===== src/rtl/tod_pkg.sv =====
// ---------------------------------------------------------------------------
// tod_pkg: shared types and helpers for the time-of-day clock
// Payload structs for both channels, the clock state record, the counting
// limits and small wrap and digit-split helpers.
// ---------------------------------------------------------------------------
package tod_pkg;

  // Counting limits.
  localparam logic [9:0]  MsDeltaMax = 10'd999;
  localparam logic [10:0] MsPerSec   = 11'd1000;
  localparam logic [5:0]  SecMax     = 6'd59;
  localparam logic [5:0]  MinMax     = 6'd59;
  localparam logic [5:0]  HourMax    = 6'd23;
  localparam logic [3:0]  DigitBase  = 4'd10;
  localparam int          NumButtons = 6;

  // One input beat.
  typedef struct packed {
    logic [9:0] delta_ms;
    logic       hour_down_btn;
    logic       hour_up_btn;
    logic       minute_down_btn;
    logic       minute_up_btn;
    logic       second_down_btn;
    logic       second_up_btn;
  } tod_in_t;

  // One result beat.
  typedef struct packed {
    logic [3:0] sec_units;
    logic [2:0] sec_tens;
    logic [3:0] min_units;
    logic [2:0] min_tens;
    logic [3:0] hour_units;
    logic [1:0] hour_tens;
  } tod_out_t;

  // Running clock state. Bit 0 of released is hour down, bit 5 second up.
  typedef struct packed {
    logic [4:0]            hours;
    logic [5:0]            minutes;
    logic [5:0]            seconds;
    logic [9:0]            ms;
    logic [NumButtons-1:0] released;
  } tod_state_t;

  // Decimal split of a value below 60.
  typedef struct packed {
    logic [2:0] tens;
    logic [3:0] units;
  } tod_digits_t;

  // Step up by one, wrapping from max to zero.
  function automatic logic [5:0] wrap_up(input logic [5:0] v, input logic [5:0] max);
    logic [5:0] r;
    if (v >= max) begin
      r = 6'd0;
    end else begin
      r = v + 6'd1;
    end
    return r;
  endfunction

  // Step down by one, wrapping from zero to max.
  function automatic logic [5:0] wrap_down(input logic [5:0] v, input logic [5:0] max);
    logic [5:0] r;
    if (v == 6'd0) begin
      r = max;
    end else begin
      r = v - 6'd1;
    end
    return r;
  endfunction

  // Split 0..59 into tens and units with a short compare chain.
  function automatic tod_digits_t split_digits(input logic [5:0] v);
    tod_digits_t d;
    logic [5:0]  base;
    if (v >= 6'd50) begin
      d.tens = 3'd5;
    end else if (v >= 6'd40) begin
      d.tens = 3'd4;
    end else if (v >= 6'd30) begin
      d.tens = 3'd3;
    end else if (v >= 6'd20) begin
      d.tens = 3'd2;
    end else if (v >= 6'd10) begin
      d.tens = 3'd1;
    end else begin
      d.tens = 3'd0;
    end
    base    = 6'(d.tens * DigitBase);
    d.units = 4'(v - base);
    return d;
  endfunction

endpackage


===== src/rtl/tod_update.sv =====
// ---------------------------------------------------------------------------
// tod_update: next-state and result logic for one beat
// Adds the elapsed milliseconds, ticks and carries the hh:mm:ss counters,
// splits the ticked time into digits, then applies newly pressed buttons.
// ---------------------------------------------------------------------------
module tod_update (
  input  tod_pkg::tod_state_t cur,
  input  tod_pkg::tod_in_t    item,
  output tod_pkg::tod_state_t nxt,
  output tod_pkg::tod_out_t   res
);

  logic [9:0]                     delta_sat;
  logic [10:0]                    ms_sum;
  logic                           tick;
  logic                           sec_wrap;
  logic                           min_wrap;
  logic [5:0]                     hours_up;
  logic [4:0]                     hours_t;
  logic [5:0]                     minutes_t;
  logic [5:0]                     seconds_t;
  logic [tod_pkg::NumButtons-1:0] pressed;
  logic [tod_pkg::NumButtons-1:0] rise;
  logic [5:0]                     h_a;
  logic [5:0]                     h_b;
  logic [5:0]                     m_a;
  logic [5:0]                     m_b;
  logic [5:0]                     s_a;
  logic [5:0]                     s_b;
  tod_pkg::tod_digits_t           sec_d;
  tod_pkg::tod_digits_t           min_d;
  tod_pkg::tod_digits_t           hour_d;

  // Millisecond accumulation; a delta over range is clamped.
  always_comb begin
    delta_sat = (item.delta_ms > tod_pkg::MsDeltaMax) ? tod_pkg::MsDeltaMax : item.delta_ms;
    ms_sum    = {1'b0, cur.ms} + {1'b0, delta_sat};
    tick      = (ms_sum >= tod_pkg::MsPerSec);
  end

  // One-second tick with carry from seconds to minutes to hours.
  always_comb begin
    sec_wrap  = tick && (cur.seconds >= tod_pkg::SecMax);
    min_wrap  = sec_wrap && (cur.minutes >= tod_pkg::MinMax);
    seconds_t = tick ? tod_pkg::wrap_up(cur.seconds, tod_pkg::SecMax) : cur.seconds;
    minutes_t = sec_wrap ? tod_pkg::wrap_up(cur.minutes, tod_pkg::MinMax) : cur.minutes;
    hours_up  = tod_pkg::wrap_up({1'b0, cur.hours}, tod_pkg::HourMax);
    hours_t   = min_wrap ? hours_up[4:0] : cur.hours;
  end

  // Digits reflect the ticked time, before any button acts.
  always_comb begin
    sec_d          = tod_pkg::split_digits(seconds_t);
    min_d          = tod_pkg::split_digits(minutes_t);
    hour_d         = tod_pkg::split_digits({1'b0, hours_t});
    res.sec_units  = sec_d.units;
    res.sec_tens   = sec_d.tens;
    res.min_units  = min_d.units;
    res.min_tens   = min_d.tens;
    res.hour_units = hour_d.units;
    res.hour_tens  = hour_d.tens[1:0];
  end

  // Newly pressed buttons: down acts before up within each field.
  always_comb begin
    pressed = {item.second_up_btn, item.second_down_btn, item.minute_up_btn,
               item.minute_down_btn, item.hour_up_btn, item.hour_down_btn};
    rise    = pressed & cur.released;
    h_a = rise[0] ? tod_pkg::wrap_down({1'b0, hours_t}, tod_pkg::HourMax) : {1'b0, hours_t};
    h_b = rise[1] ? tod_pkg::wrap_up(h_a, tod_pkg::HourMax) : h_a;
    m_a = rise[2] ? tod_pkg::wrap_down(minutes_t, tod_pkg::MinMax) : minutes_t;
    m_b = rise[3] ? tod_pkg::wrap_up(m_a, tod_pkg::MinMax) : m_a;
    s_a = rise[4] ? tod_pkg::wrap_down(seconds_t, tod_pkg::SecMax) : seconds_t;
    s_b = rise[5] ? tod_pkg::wrap_up(s_a, tod_pkg::SecMax) : s_a;
    nxt.ms       = tick ? 10'(ms_sum - tod_pkg::MsPerSec) : ms_sum[9:0];
    nxt.hours    = h_b[4:0];
    nxt.minutes  = m_b;
    nxt.seconds  = s_b;
    // A button is released again as soon as its level drops.
    nxt.released = ~pressed;
  end

endmodule


===== src/rtl/time_of_day_clock_with_set_buttons_core.sv =====
// ---------------------------------------------------------------------------
// time_of_day_clock_with_set_buttons_core: 24-hour clock with set buttons
// Each beat adds elapsed milliseconds, ticks hh:mm:ss on a full second,
// reports the six time digits and applies newly pressed set buttons.
// ---------------------------------------------------------------------------
//
//   Channel  Direction  Handshake             Payload
//   in_      input      in_valid / in_ready   tod_pkg::tod_in_t  (delta, buttons)
//   out_     output     out_valid / out_ready tod_pkg::tod_out_t (six digits)
//
// One beat is accepted per clock cycle unless the output stalls; its result is
// offered once the beat moves from the input register into the result register,
// when that register is free or emptying. The clock state updates on that same
// edge, so the next beat sees it at once. Reset clears the time to 00:00:00 and
// the millisecond count, and marks every button released. A stalled output holds
// its beat; the input register still takes one more beat before in_ready drops.
module time_of_day_clock_with_set_buttons_core (
  input  logic              clk,
  input  logic              rst_n,
  input  logic              in_valid,
  output logic              in_ready,
  input  tod_pkg::tod_in_t  in_data,
  output logic              out_valid,
  input  logic              out_ready,
  output tod_pkg::tod_out_t out_data
);

  logic                s1_valid_r;
  tod_pkg::tod_in_t    s1_data_r;
  logic                out_valid_r;
  tod_pkg::tod_out_t   out_data_r;
  tod_pkg::tod_state_t state_r;
  tod_pkg::tod_state_t state_nxt;
  tod_pkg::tod_out_t   res;
  logic                advance;

  // An item moves on when the result register is free or being emptied.
  assign advance   = s1_valid_r && (!out_valid_r || out_ready);
  assign in_ready  = !s1_valid_r || advance;
  assign out_valid = out_valid_r;
  assign out_data  = out_data_r;

  // Next-state and result logic for the item in the input register.
  tod_update u_update (
    .cur  (state_r),
    .item (s1_data_r),
    .nxt  (state_nxt),
    .res  (res)
  );

  // Control state and clock counters.
  always_ff @(posedge clk) begin
    if (!rst_n) begin
      s1_valid_r       <= 1'b0;
      out_valid_r      <= 1'b0;
      state_r.hours    <= '0;
      state_r.minutes  <= '0;
      state_r.seconds  <= '0;
      state_r.ms       <= '0;
      state_r.released <= '1;
    end else begin
      if (in_ready) begin
        s1_valid_r <= in_valid;
      end
      if (advance) begin
        out_valid_r <= 1'b1;
        state_r     <= state_nxt;
      end else if (out_ready) begin
        out_valid_r <= 1'b0;
      end
    end
  end

  // Payload registers.
  always_ff @(posedge clk) begin
    if (in_valid && in_ready) begin
      s1_data_r <= in_data;
    end
    if (advance) begin
      out_data_r <= res;
    end
  end

  // The counters never leave their ranges.
  assert property (@(posedge clk) disable iff (!rst_n)
    (state_r.seconds <= tod_pkg::SecMax) && (state_r.minutes <= tod_pkg::MinMax) &&
    (state_r.hours <= 5'(tod_pkg::HourMax)) && (state_r.ms < 10'(tod_pkg::MsPerSec)))
    else $error("clock counter out of range");

  // A shown result always carries valid decimal digits.
  assert property (@(posedge clk) disable iff (!rst_n)
    out_valid_r |-> (out_data_r.sec_units <= 4'd9) && (out_data_r.sec_tens <= 3'd5) &&
      (out_data_r.min_units <= 4'd9) && (out_data_r.min_tens <= 3'd5) &&
      (out_data_r.hour_units <= 4'd9) && (out_data_r.hour_tens <= 2'd2))
    else $error("result digit out of range");

  // The clock state moves only when an item is processed.
  assert property (@(posedge clk) disable iff (!rst_n)
    !advance |=> $stable(state_r))
    else $error("clock state changed without an item");

  // Back-pressure on the input only while the input register is occupied.
  assert property (@(posedge clk) disable iff (!rst_n)
    !in_ready |-> s1_valid_r && out_valid_r && !out_ready)
    else $error("input stalled without cause");

endmodule


===== config.mk =====
export PLATFORM = sky130hd
export DESIGN_NAME = time_of_day_clock_with_set_buttons_core
export DESIGN_NICKNAME = d
export VERILOG_FILES = /design/src/rtl/tod_pkg.sv /design/src/rtl/tod_update.sv /design/src/rtl/time_of_day_clock_with_set_buttons_core.sv
export SDC_FILE = /design/constraint.sdc
export NUM_CORES = 1
export LEC_CHECK = 0
export BUFFER_PORTS_ARGS = -buffer_cell sky130_fd_sc_hd__buf_4
export CORE_MARGIN = 2
export CORE_UTILIZATION = 35
export CTS_BUF_LIST = sky130_fd_sc_hd__clkbuf_4
export CTS_CLUSTER_SIZE = 14
export DETAILED_ROUTE_END_ITERATION = 12
export SLEW_MARGIN = 15
export SYNTH_ARGS = -nofsm -noshare
export SYNTH_HDL_FRONTEND = slang
export SYNTH_SLANG_ARGS = --single-unit
export TNS_END_PERCENT = 20

===== constraint.sdc =====
create_clock -name clk -period 13.2 [get_ports clk]
set_clock_uncertainty 0.1 [all_clocks]
set_input_delay 1.98 -clock clk [delete_from_list [all_inputs] [get_ports clk]]
set_output_delay 1.98 -clock clk [all_outputs]
set_load 0.05 [all_outputs]

==> flow_metrics.py <==
metrics = {
    "run_status": {
        "status": "finished clean",
    },
    "placed_design": {
        "dp_hpwl_um": 9454,
        "gp_congestion": 0.9414,
        "dp.cells": 826,
        "port_buffers": 41,
        "dp_slack_ns": 6.979,
    },
    "floorplanning": {
        "rows": 45,
        "start_util": 0.3540,
        "fp.coreArea_mm2": 0.01503,
        "fp.dieW_um": 127.3,
        "die_area_mm2": 0.01621,
        "die_h_um": 127.3,
        "design.portCount": 42,
    },
    "power_and_ir_drop": {
        "switchingPower_mw": 0.2673,
        "clock_power_share": 0.213,
        "ir_drop_uv": 55.52,
        "pwr-share-comb": 0.392,
        "p_per_area_mw_per_mm2": 115.0,
        "leakage_nw": 2.358,
        "total_power_mw": 0.6786,
        "p_seq_frac": 0.394,
        "intPower_mw": 0.4113,
        "swShare": 0.3939,
    },
    "synthesis": {
        "yosys.area.top_type": "edfxtp_1",
        "netlist_area_mm2": 0.005321,
        "ys_types": 71,
        "synth_fa_ha_area_frac": 0.08277,
        "synth_area_leaders": "edfxtp_1 (20%), dfxtp_1 (13%), ha_1 (6.6%)",
        "post-synth-top-count-cell": "nand2_1",
        "synthCells": 627,
        "ys_top_cells_by_count": "nand2_1 (60), nor2_1 (45), a21oi_1 (43), o21ai_0 (39), edfxtp_1 (36)",
        "synth_top_family_by_area": "compound AO/OA/AOI/OAI gates",
        "yosysWarnings": 0,
        "synth.avg_cell_area_um2": 8.487,
        "synth_edf_count": 36,
        "synthFlopType": "edfxtp_1",
        "synth_xor_area_frac": 0.05431,
        "ys_seq_area_frac": 0.3348,
        "ys_seq_elements": 71,
        "syn_nets": 679,
        "synth_mux_area_frac": 0.03292,
        "yosysTopAreaCellShare": 0.2032,
        "synth_compound_area_frac": 0.2427,
        "ys_async_sr_fraction": 0,
        "yosys.area_share.simple": 0.2046,
    },
    "drt": {
        "drt_iter0_drc": 339,
        "drt-total-wl_um": 12860,
        "viasPerCell": 5.643,
        "vias": 4751,
        "drc_errors": 0,
        "dr.pass1.iters": 5,
        "routedWlPerCell_um": 15.27,
        "ant_nets": 0,
    },
    "clock_network": {
        "post_cts_buffers": 0,
        "clk_latency_ns": 0.48,
        "cts.path.max_buffers": 2,
        "cts.clk_slew.worst_paths_ns": 0.13,
        "numCtsBuffers": 9,
        "cts_root_buffer": "clkbuf_4",
        "cts_tree": "yes",
        "clock-sinks": 71,
        "cts-resized-gates": 0,
        "htree_levels": 3,
        "hold_buffers": 0,
    },
    "critical_path": {
        "setup.worst_path.start_class": "register",
        "crit_type": "register to register",
        "crit_fanout": 8,
        "cp_data_required_time_ns": 13.48,
        "worst-r2r-cell-count": 23,
        "slowest_stage": "a31oi_1",
        "crit_arrival_ns": 6.53,
        "path_cells": "nand4_1, nor2_1, or2_2, ha_1, inv_1, fa_1, nand2b_1, a21o_1, a211oi_1, or2b_1, nor2_1, a31oi_1, mux2i_1, ha_1, nand3_1, nor3_1, a21oi_1, inv_1, ha_1, a21boi_0, o211ai_1, a221oi_1, nor2_1",
        "cpPeakStageDelay_ns": 0.74,
        "cp-end-kind": "register",
    },
    "finish": {
        "areaGrowthSynthToFinish_pct": 10.91,
        "layout-drive-gt1-share": 0.1239,
        "nNetsFinal": 701,
        "antenna_cells": 0,
        "final_cell_count_no_fill": 842,
    },
    "timing": {
        "rsz0062_at_grt": "false",
        "worst_pin_slew_ns": 0.9447,
        "relSlewSlack": 0.3702,
        "finalSetupViolCount": 0,
        "slew_viol_final": 0,
        "hold_viol_final": 0,
        "period_needed_ns": 6.251,
        "fin_ws_ns": 6.949,
        "post-route-period-util": 0.4736,
        "tns_ns": 0,
        "max_freq_ghz": 0.1600,
    },
    "global_route": {
        "grt_pass1_vias": 4515,
        "grt_usage": 0.1656,
        "grt-ovfl-total": 0,
        "antenna_found_initial": 0,
        "grt_max_degree": 31,
        "grt_pass1_wl_um": 21720,
    },
    "worst_hold_path": {
        "min_delay_path_depth": 2,
        "hold_class": "register to register",
    },
    "job": {
        "cap_violations": 0,
    },
}
==> path summary, 6_finish.rpt <==
path / start / to / slack, ns
hold reg to reg: state_r[6] / state_r[6] / 0.39
hold / removal: state_r[6] / state_r[6] / 0.39
setup / recovery: s1_data_r[11] / state_r[30] / 6.95
setup reg to reg: s1_data_r[11] / state_r[30] / 6.95
==> area by class of cell <==
cell class / count / area [um^2]
Inverter: 31 / 116.4
Tap cell: 188 / 235.2
Timing Repair Buffer: 46 / 345.3
Clock inverter: 7 / 71.32
Clock buffer: 9 / 67.56
Multi-Input combinational cell: 490 / 3284
Fill cell: 1478 / 9131
Sequential cell: 71 / 1782
==> layer usage <==
layer	track usage	wire [um]	part of all wire	vias up
li1	-	-	-	2365
met1	0.2050	5663	0.44	2214
met2	0.2790	6304	0.49	149
met3	0.04020	635	0.049	23
met4	0.06335	255	0.020	0
met5	0	0	0	-
==> worst max-delay path: cells and delay by family (launching register included) <==
| kind | cells | cell delay (ns) |
|---|---|---|
| compound gates | 7 | 2.37 |
| fa+ha+maj | 4 | 1.05 |
| buf+inv | 2 | 0.17 |
| flops | 1 | 0.39 |
| mux | 1 | 0.52 |
| simple gates | 9 | 1.58 |
==> power groups by stage <==
stage,Sequential (mW),Combinational (mW),Clock [mW]
after floorplan,0.288,0.191,0
after global placement,0.272,0.258,0
after detailed placement,0.273,0.263,0
after CTS,0.268,0.265,0.152
after global routing,0.270,0.296,0.163
final,0.268,0.266,0.145
==> metrics by stage <==
step / hold WS, ns / instance area, um^2 / util
final: 0.3864 / 5902 / 0.3926
after global routing: 0.4187 / 5902 / 0.3926
after CTS: 0.3896 / 5902 / 0.3926
after detailed placement: 0.3714 / 5763 / 0.3834
after global placement: 0.3691 / 5763 / 0.3834
after floorplan: 0.3478 / 5321 / -
==> cell usage in the layout (no fill, tap or decap), drive strengths merged, types with 7 or more instances in the layout <==
cell | Yosys | layout
and3 | 10 | 10
xnor2 | 24 | 24
ha | 28 | 28
a21oi | 44 | 44
xor2 | 9 | 9
nor3 | 17 | 17
inv | 31 | 33
a31oi | 11 | 11
o21ai | 41 | 41
mux2i | 13 | 13
buf | 4 | 46
o211ai | 14 | 14
nand3 | 24 | 24
a211oi | 8 | 8
and2 | 16 | 16
or2 | 7 | 7
dfxtp | 35 | 35
nor2b | 7 | 7
o21a | 7 | 7
clkbuf | 31 | 9
nor2 | 45 | 45
o211a | 7 | 7
edfxtp | 36 | 36
nand2 | 60 | 60
==> cells by family (layout without fill, tap and decap cells) <==
logic type	after synthesis	in the layout
AO/OA/AOI/OAI	187	187
buffers and inverters	66	93
adder cells (fa/ha/maj)	33	33
multiplexers	17	17
XOR/XNOR	33	33
AND/OR/NAND/NOR	220	220
flip-flops	71	71
==> sequential cells by signal, indices dropped and copies added (netlist names) <==
name,flops
s1_valid_r,1
s1_data_r,16
out_valid,1
out_data,20
state_r,33
Power figures use the tool's default switching activity.
